[config.mk]
export PLATFORM = sky130hd
export DESIGN_NAME = c8fb_ram
export DESIGN_NICKNAME = d
export VERILOG_FILES = /design/src/hw/rtl/c8fb_ram.sv
export SDC_FILE = /design/constraint.sdc
export NUM_CORES = 1
export LEC_CHECK = 0
export BUFFER_PORTS_ARGS = -buffer_cell sky130_fd_sc_hd__clkbuf_2
export CORE_MARGIN = 2
export CORE_UTILIZATION = 65
export CTS_BUF_LIST = sky130_fd_sc_hd__clkbuf_8
export DETAILED_ROUTE_END_ITERATION = 10
export HOLD_SLACK_MARGIN = 0.15
export PLACE_DENSITY = 0.95
export SLEW_MARGIN = 20
export SYNTH_ARGS = -nofsm -noshare
export SYNTH_HDL_FRONTEND = slang
export SYNTH_SLANG_ARGS = --single-unit
[constraint.sdc]
create_clock -name clock -period 4.02 [get_ports clock]
set_input_delay 0.402 -clock clock [delete_from_list [all_inputs] [get_ports clock]]
set_output_delay 0.402 -clock clock [all_outputs]
set_load 0.1 [all_outputs]
[src/hw/rtl/c8fb_ram.sv]
// Generic single-write, single-read synchronous RAM with registered read data.
// No dependencies.
`default_nettype none

module c8fb_ram #(
   parameter int unsigned WIDTH = 8,
   parameter int unsigned DEPTH = 8
) (
   input  wire logic                     clock,
   input  wire logic                     wr_en,
   input  wire logic [$clog2(DEPTH)-1:0] wr_addr,
   input  wire logic [WIDTH-1:0]         wr_data,
   input  wire logic                     rd_en,
   input  wire logic [$clog2(DEPTH)-1:0] rd_addr,
   output logic      [WIDTH-1:0]         rd_data
);

   logic [WIDTH-1:0] mem_ff [DEPTH];
   logic [WIDTH-1:0] rd_data_ff;

   always_ff @(posedge clock) begin
      if (wr_en) begin
         mem_ff[wr_addr] <= wr_data;
      end
      if (rd_en) begin
         rd_data_ff <= mem_ff[rd_addr];
      end
   end

   assign rd_data = rd_data_ff;

endmodule

`default_nettype wire

==> run_results.csv <==
group,metric,value,unit
run_status,outcome,"finished clean",
pwr,p_leak,0.00109,uW
die,initial_standard_cell_utilization_of_the_core,68.3,%
cells_and_area,syn_to_final_growth,12.3,%
pwr,p_seq_share,57.4,%
clock_tree,post-cts-setup-buffers,0,
yosys,synth_cell_types,13,
yosys,yosys.area.top_type,"sky130_fd_sc_hd__edfxtp_1",
clock_tree,cts_tree,"done",
die,die_w,69.3,um
global_route,grt_remaining_overflow,0,
yosys,synth.area.top_cells,"sky130_fd_sc_hd__edfxtp_1, sky130_fd_sc_hd__mux4_1, sky130_fd_sc_hd__mux2_2",
clock_tree,cts_root_buffer,"sky130_fd_sc_hd__clkbuf_8",
place,postPlaceCellArea,2930,sq um
yosys,synth.yosys.seq_area_share,78.0,%
cells_and_area,final_common_cell,"sky130_fd_sc_hd__edfxtp_1",
cells_and_area,layout.cells.non_filler,201,
cells_and_area,finalNetCount,163,
routing,antenna_violating_nets_post_route,0,
pwr,combinational_power_share,8.2,%
yosys,syn-cell-area,2770,sq um
routing,detailedRoute.firstPassIterationCount,4,
clock_tree,clkLatencyLatePin,330,ps
global_route,grt_max_degree,17,
yosys,yosys_warnings,0,
clock_tree,clock_edge_transition_at_the_registers_on_the_reported_setup_and_hold_paths,70,ps
yosys,netlist_instances,114,
cells_and_area,antenna-diode-count,0,
pwr,share_clk_of_total_power,34.5,%
yosys,avgSynthCellArea,24.3,sq um
place,numPortBuffers,24,
yosys,synth.top_cell.area_share,78.0,%
clock_tree,cts-buffers-inserted,9,
sta,drv_slew,0,
routing,routed-via-count,1192,
worst_hold_path,timing.hold.worst.class,"input port to flop",
clock_tree,cts_sinks,72,
global_route,grt_pass1_vias,1228,
sta,setup_repair_after_global_routing_missed_its_margin,"no",
pwr,intPower,1170,uW
pwr,power_density,484,nW/um^2
setup_path,worst_setup_path_end_kind,"flop",
run,number_of_max_cap_violations,0,
cells_and_area,seq_area,2160,sq um
routing,wl,4240,um
sta,relSlewSlack,38.8,%
cells_and_area,multi_input_area,566,sq um
cells_and_area,fin_area,3110,sq um
die,die-height,69.3,um
clock_tree,cts_hold_repair.buffers,0,
global_route,initial_antenna_violation_count,0,
sta,timing.hold.ws,349,ps
sta,setup_total_negative_slack,0,ps
setup_path,startpoint_type,"input port",
clock_tree,cts_resized,0,
die,floorplan.core_area,4060,sq um
routing,post-route-drc-count,0,
cells_and_area,layout.cells.most_common_list,"sky130_fd_sc_hd__edfxtp_1, sky130_fd_sc_hd__clkbuf_2, sky130_fd_sc_hd__mux4_1, sky130_fd_sc_hd__clkbuf_8, sky130_fd_sc_hd__mux2_2",
sta,timing_hold_violations_final,0,
routing,detail_route.iter0.violations,79,
die,num_io_pins,25,
setup_path,worst_ep_required_time,4100,ps
pwr,finalPower,1510,uW
sta,post-route-min-period,1640,ps
sta,share_of_the_clock_period_used_by_the_worst_path_after_layout,40.9,%
global_route,grt_pass1_wl,6490,um
pwr,switching_power,330,uW
setup_path,cp_data_arrival_time,1720,ps
place,hpwlAfterDp,2650,um
routing,wl_per_cell,21.1,um
pwr,sw_frac_of_total,22.0,%
sta,finClkSkew,3.81,ps
setup_path,path_class,"input port to flop",
global_route,globalRouteTotalUtil,19.8,%
yosys,postSynthNetCount,131,
die,design.die.area,4800,sq um
sta,fmaxAchievable,0.609,GHz
place,dp.cells,185,
sta,setup-violations-final,0,
cells_and_area,fillCellCount,203,
clock_tree,worst_case_clock_buffer_depth,2,
routing,post_drt_via_cell_ratio,5.93,
place,place_congestion,0.705,
cells_and_area,final_layout_size_suffix_gt1_share,33.1,%
yosys,yosys_register_bits,72,
pwr,power.ir.vdd_worst,0.000412,V
clock_tree,h_tree_level_count,3,
sta,tightest_slew,914,ps
setup_path,cp_max_fo,16,
die,std_cell_rows,23,
## stage by stage
stage / utilization [%] / setup slack [ps]
global placement: 72.1 / 2080
detailed placement: 72.1 / 2010
finish: 76.7 / 2380
floorplan: - / 2330
CTS: 76.7 / 2380
global route: 76.7 / 2330
## layer usage
layer	global-route usage, %	share of wire [%]	vias to the layer above
met3	7.56	5.3	5
met2	34.1	57	39
met1	22.5	37	593
met4	7.84	0.90	0
li1	-	-	555
met5	0	0	-
## registers in the layout, indices dropped and copies added (netlist names)
name,cells
mem_ff,64
rd_data,8
## cell usage after synthesis
library cell	instances
sky130_fd_sc_hd__buf_1	1
sky130_fd_sc_hd__buf_12	1
sky130_fd_sc_hd__buf_2	1
sky130_fd_sc_hd__buf_6	1
sky130_fd_sc_hd__clkbuf_1	1
sky130_fd_sc_hd__edfxtp_1	72
sky130_fd_sc_hd__mux2_2	8
sky130_fd_sc_hd__mux4_1	15
sky130_fd_sc_hd__mux4_2	1
sky130_fd_sc_hd__nand2_1	2
sky130_fd_sc_hd__nand2b_1	3
sky130_fd_sc_hd__nor2_1	6
sky130_fd_sc_hd__nor3_1	2
## critical path: stages
cell and delay [ps]:
sky130_fd_sc_hd__clkbuf_2 400, sky130_fd_sc_hd__mux4_1 640, sky130_fd_sc_hd__mux2_2 280
## power groups by stage
| stage | Combinational, uW | Sequential [uW] | Clock, uW |
|---|---|---|---|
| finish | 123 | 864 | 519 |
| global placement | 117 | 877 | 0 |
| detailed placement | 123 | 880 | 0 |
| floorplan | 45.4 | 926 | 0 |
| global route | 130 | 865 | 566 |
| CTS | 124 | 864 | 531 |
## cell families (layout without fill, tap and decap cells)
family | Yosys count | after routing | synth area share [%]
buf+inv | 5 | 42 | 1.58
simple gates | 13 | 13 | 2.12
flops | 72 | 72 | 78.0
mux | 24 | 24 | 18.3
## worst paths after layout
kind | from | to | slack (ps) | cells past startpoint
setup reg to reg | mem_ff[1][6]$_DFFE_PP_ | rd_data[6]$_DFFE_PP_ | 2580 | 2
setup / recovery | rd_addr[0] | rd_data[6]$_DFFE_PP_ | 2380 | 3
hold / removal | wr_data[3] | mem_ff[3][3]$_DFFE_PP_ | 350 | 1
hold reg to reg | mem_ff[2][7]$_DFFE_PP_ | rd_data[7]$_DFFE_PP_ | 750 | 2
## final cells by class
| class | count | area share [%] |
|---|---|---|
| Multi-Input combinational cell | 37 | 18.2 |
| Clock buffer | 9 | 3.98 |
| Timing Repair Buffer | 26 | 4.34 |
| Clock inverter | 7 | 2.01 |
| Sequential cell | 72 | 69.5 |
| Tap cell | 50 | 2.01 |
Note: power is estimated with default switching activity, not from simulation.
