[config.mk]
export PLATFORM = sky130hd
export DESIGN_NAME = c8fb_place
export DESIGN_NICKNAME = d
export VERILOG_FILES = /design/src/hw/rtl/c8fb_pkg.sv /design/src/hw/rtl/c8fb_place.sv
export SDC_FILE = /design/constraint.sdc
export NUM_CORES = 1
export LEC_CHECK = 0
export BUFFER_PORTS_ARGS = -buffer_cell sky130_fd_sc_hd__buf_2
export CAP_MARGIN = 20
export CORE_ASPECT_RATIO = 0.8
export CORE_MARGIN = 3
export CORE_UTILIZATION = 42
export DETAILED_ROUTE_END_ITERATION = 10
export PLACE_DENSITY_LB_ADDON = 0.05
export SYNTH_ARGS = -nofsm -noshare
export SYNTH_HDL_FRONTEND = slang
export SYNTH_SLANG_ARGS = --single-unit
[constraint.sdc]
create_clock -name vclk -period 2.65
set_clock_uncertainty 0.05 [all_clocks]
set_input_delay 0 -clock vclk [all_inputs]
set_output_delay 0 -clock vclk [all_outputs]
set_load 0.03 [all_outputs]
[src/hw/rtl/c8fb_pkg.sv]
// Package for the monochrome frame store with XOR sprite drawing.
// Holds stream field widths, command and result codes, and the placement struct.
// No dependencies; imported by c8fb_place, the top level and the checker.
`default_nettype none

package c8fb_pkg;

   localparam int unsigned FRAME_WIDTH_DEF  = 64;
   localparam int unsigned FRAME_HEIGHT_DEF = 32;

   localparam int unsigned ROW_BITS    = 64;
   localparam int unsigned SPRITE_BITS = 8;
   localparam int unsigned ROW_IDX_W   = 7;

   localparam int unsigned CMD_W        = 2;
   localparam int unsigned POS_X_W      = 6;
   localparam int unsigned POS_Y_W      = 5;
   localparam int unsigned ROW_OFFSET_W = 4;

   localparam int unsigned REQ_DATA_W = 24;
   localparam int unsigned RSP_DATA_W = 136;
   localparam int unsigned RSP_USER_W = 1;

   localparam logic [CMD_W-1:0] CMD_CLEAR  = 2'd0;
   localparam logic [CMD_W-1:0] CMD_DRAW   = 2'd1;
   localparam logic [CMD_W-1:0] CMD_RENDER = 2'd2;

   localparam logic KIND_COLLISION = 1'b0;
   localparam logic KIND_ROW       = 1'b1;

   // Where one sprite row lands: first frame row and optional spill row.
   // Masks use the 64-bit row form, column 0 in bit 63.
   typedef struct packed {
      logic [ROW_IDX_W-1:0] row_a;
      logic                 ok_a;
      logic                 ok_b;
      logic [ROW_BITS-1:0]  mask_a;
      logic [ROW_BITS-1:0]  mask_b;
   } place_type;

endpackage

`default_nettype wire

[src/hw/rtl/c8fb_place.sv]
// Sprite row placement: frame row(s) and pixel masks for one draw item.
// Depends on c8fb_pkg.
`default_nettype none

module c8fb_place #(
   parameter int unsigned FRAME_WIDTH  = c8fb_pkg::FRAME_WIDTH_DEF,
   parameter int unsigned FRAME_HEIGHT = c8fb_pkg::FRAME_HEIGHT_DEF
) (
   input  wire logic [c8fb_pkg::POS_X_W-1:0]      pos_x,
   input  wire logic [c8fb_pkg::POS_Y_W-1:0]      pos_y,
   input  wire logic [c8fb_pkg::ROW_OFFSET_W-1:0] row_offset,
   input  wire logic [c8fb_pkg::SPRITE_BITS-1:0]  sprite_row,
   output c8fb_pkg::place_type                    place
);

   import c8fb_pkg::*;

   localparam int unsigned SPAN_W = 2 * FRAME_WIDTH;
   localparam logic [ROW_IDX_W-1:0] WIDTH_R  = ROW_IDX_W'(FRAME_WIDTH);
   localparam logic [ROW_IDX_W-1:0] HEIGHT_R = ROW_IDX_W'(FRAME_HEIGHT);

   logic [ROW_IDX_W-1:0]   col;
   logic [ROW_IDX_W-1:0]   quot;
   logic [ROW_IDX_W-1:0]   row_a;
   logic [ROW_IDX_W-1:0]   row_b;
   logic [SPAN_W-1:0]      span;
   logic [FRAME_WIDTH-1:0] mask_a_w;
   logic [FRAME_WIDTH-1:0] mask_b_w;

   always_comb begin
      // pos_x may exceed a narrow frame: reduce it, carrying whole rows
      col  = ROW_IDX_W'(pos_x);
      quot = '0;
      for (int i = 0; i < SPRITE_BITS; i++) begin
         if (col >= WIDTH_R) begin
            col  = col - WIDTH_R;
            quot = quot + ROW_IDX_W'(1);
         end
      end
      row_a = ROW_IDX_W'(pos_y) + ROW_IDX_W'(row_offset) + quot;
      row_b = row_a + ROW_IDX_W'(1);

      span     = (SPAN_W'(sprite_row) << (SPAN_W - SPRITE_BITS)) >> col;
      mask_a_w = span[SPAN_W-1 -: FRAME_WIDTH];
      mask_b_w = span[FRAME_WIDTH-1:0];

      place.row_a  = row_a;
      place.ok_a   = (row_a < HEIGHT_R);
      place.ok_b   = (row_b < HEIGHT_R) && (|mask_b_w);
      place.mask_a = ROW_BITS'(mask_a_w) << (ROW_BITS - FRAME_WIDTH);
      place.mask_b = ROW_BITS'(mask_b_w) << (ROW_BITS - FRAME_WIDTH);
   end

endmodule

`default_nettype wire

==> summary.txt <==
Die
  • Die span in y: 62.1 um
  • Die width: 76.2 um
  • Top Ports: 160
  • Initial Util: 45.8%
  • FP Rows: 19
  • DIE AREA: 4730 um2
  • Core Area: 3610 um2

Detailed routing
  • Vias: 1819
  • Initial DRT Pass Iterations: 6
  • Starting DRT DRC Count: 121
  • Remaining DRCs: 0
  • Vias per inst: 4.59
  • Antenna Nets Post-Route: 0
  • Detailed Route WL: 4970 um
  • Wire per inst: 12.5 um

Clock tree
  • Post-CTS resize count: 0
  • Setup repair bufs after CTS: 0
  • Post-CTS Hold Fix Bufs: 0

Critical path
  • Crit Path Category: input pin to output port
  • Arrival @ worst endpoint: 1.93 ns
  • Critical Path Start: pos_x[0]
  • Crit-path cells: buf_2 > mux2_4 > a222oi_1 > buf_4 > nor2_1 > a31oi_2 > nor2_1 > buf_2
  • Worst Path Required: 2.60 ns
  • Setup crit start kind: input pin
  • CP endpoint kind: output port
  • CP Max Fanout: 15
  • Family with the most delay on the worst path: compound AO/OA/AOI/OAI gates
  • Worst path buffer plus inverter count: 3
  • Worst stage delay on the critical path: 0.56 ns
  • Slowest library cell on the worst path: a222oi_1

Power and ir drop
  • Peak VDD IR: 0.000180 V
  • Pwr Density: 259 nW/um2
  • Pleak: 1.14 nW
  • Design Power: 0.505 mW

GRT
  • Vias in the first global route: 1583
  • Met1 Use GR: 27.1%
  • Total track usage: 18.9%
  • Total global routing overflow: 0
  • Pin count of the biggest net entering global routing: 24
  • GR peak layer: met2
  • Met3 GRT Util: 3.76%
  • Met2 GRT Util: 30.8%
  • First-pass GRT wire length: 7830 um
  • Initial antenna violation count: 0

Placed design
  • # port buffers: 102
  • Gp weighted congestion: 0.924
  • Placed insts: 396
  • Post-place setup slack: 0.664 ns
  • Post-DP Area: 1950 um2
  • DP HPWL: 4130 um

Timing
  • Setup TNS: 0 ns
  • Post-layout minimum cycle time: 1.98 ns
  • Measured slew at the worst slew-check pin: 0.556 ns
  • Max_slew headroom: 63.0%
  • # setup viols final: 0
  • Worst hold slack: 0.333 ns
  • Final worst-path cycle share: 74.8%
  • RSZ-0062 raised after global routing: false
  • Fin. max-slew vios: 0
  • Setup WS post-layout: 0.667 ns
  • Max frequency: 504 MHz
  • Final hold vios: 0

Layout
  • Post-route cell area: 1950 um2
  • Seq_cells: 0
  • Reg area: 0 um2
  • Layout cell share with drive strength beyond 1: 34.9%
  • Antenna diodes: 0
  • Final core utilization: 54.0%
  • Highest-count cells in the layout ignoring fill and taps: buf_2, nor2_1, conb_1, nand2_1, nor2b_1
  • Layout clock buffers: 0
  • Area Growth Syn to Fin: 17.9%
  • Non-filler instance count after layout: 396
  • Final net count: 374
  • Most common cell after layout, fill and taps aside: buf_2

Synthesis
  • Cell variety after synth: 41
  • Avg Inst Size Synth: 6.46 um2
  • Synthesized area: 1650 um2
  • Seq/Total Area, Yosys: 0%
  • Gate Count Post-Synth: 256
  • Synthesis Warnings: 0

Status
  • Status: finished clean

Run
  • Max Cap Viol: 0

Hold path
  • Hold Crit Class: input pin to output port
  • Hold wc startpoint: row_offset[0]
[power by group]
group	leakage [nW]	switching, mW	internal [mW]
sequential	0	0	0
clock	0	0	0
combinational	1.14	0.374	0.131
[layout make-up]
class                           instances  area, um2
Fill cell                             389       1660
Inverter                                2       7.51
Multi-Input combinational cell        239       1360
Tap cell                               52       65.1
Timing Repair Buffer                  103        518
[routing by layer]
metal / vias to the layer above / wire (um) / share of wire, %
met1: 789 / 2140 / 43
met5: - / 0 / 0
met3: 2 / 565 / 11
met4: 0 / 8 / 0.16
met2: 107 / 2250 / 45
li1: 921 / - / -
[final timing paths]
| check | end | slack, ns | cells past startpoint |
|---|---|---|---|
| min | place[130] | 0.33 | 3 |
| max | place[102] | 0.67 | 8 |
[logic make-up (layout without fill, tap and decap cells)]
family | after synthesis | count (layout) | share of synthesized area [%]
AND/OR/NAND/NOR | 117 | 117 | 32.5
buffers and inverters | 74 | 105 | 30.7
AO/OA/AOI/OAI | 34 | 34 | 14.4
multiplexers | 22 | 22 | 16.3
adder cells (fa/ha/maj) | 5 | 5 | 4.24
XOR/XNOR | 3 | 3 | 1.59
other | 1 | 58 | 0.227
[worst min-delay path, cell delays in order]
cell	delay [ns]
buf_2	0.08
ha_1	0.12
buf_2	0.19
[cells in the mapped netlist, types with 2 or more instances]
master | count | area share, %
nor3b_1 | 2 | 0.91
ha_1 | 4 | 3.0
clkbuf_1 | 8 | 1.8
a21oi_1 | 5 | 1.5
nand2b_1 | 10 | 3.8
buf_1 | 3 | 0.68
mux2_2 | 8 | 5.4
nor2_1 | 62 | 14
buf_4 | 59 | 27
nor2b_1 | 12 | 4.5
or2_2 | 2 | 0.76
o22a_1 | 4 | 2.1
nand3_1 | 4 | 1.2
mux4_2 | 2 | 2.7
a31oi_1 | 5 | 1.9
nand2_1 | 14 | 3.2
nor3_1 | 3 | 0.91
and3_1 | 3 | 1.1
o21ai_0 | 3 | 0.91
o22ai_1 | 7 | 2.6
a21o_1 | 3 | 1.4
or3_1 | 3 | 1.1
xnor2_1 | 2 | 1.1
mux2i_1 | 9 | 5.4
mux2_4 | 3 | 2.7
Power figures use the tool's default switching activity.
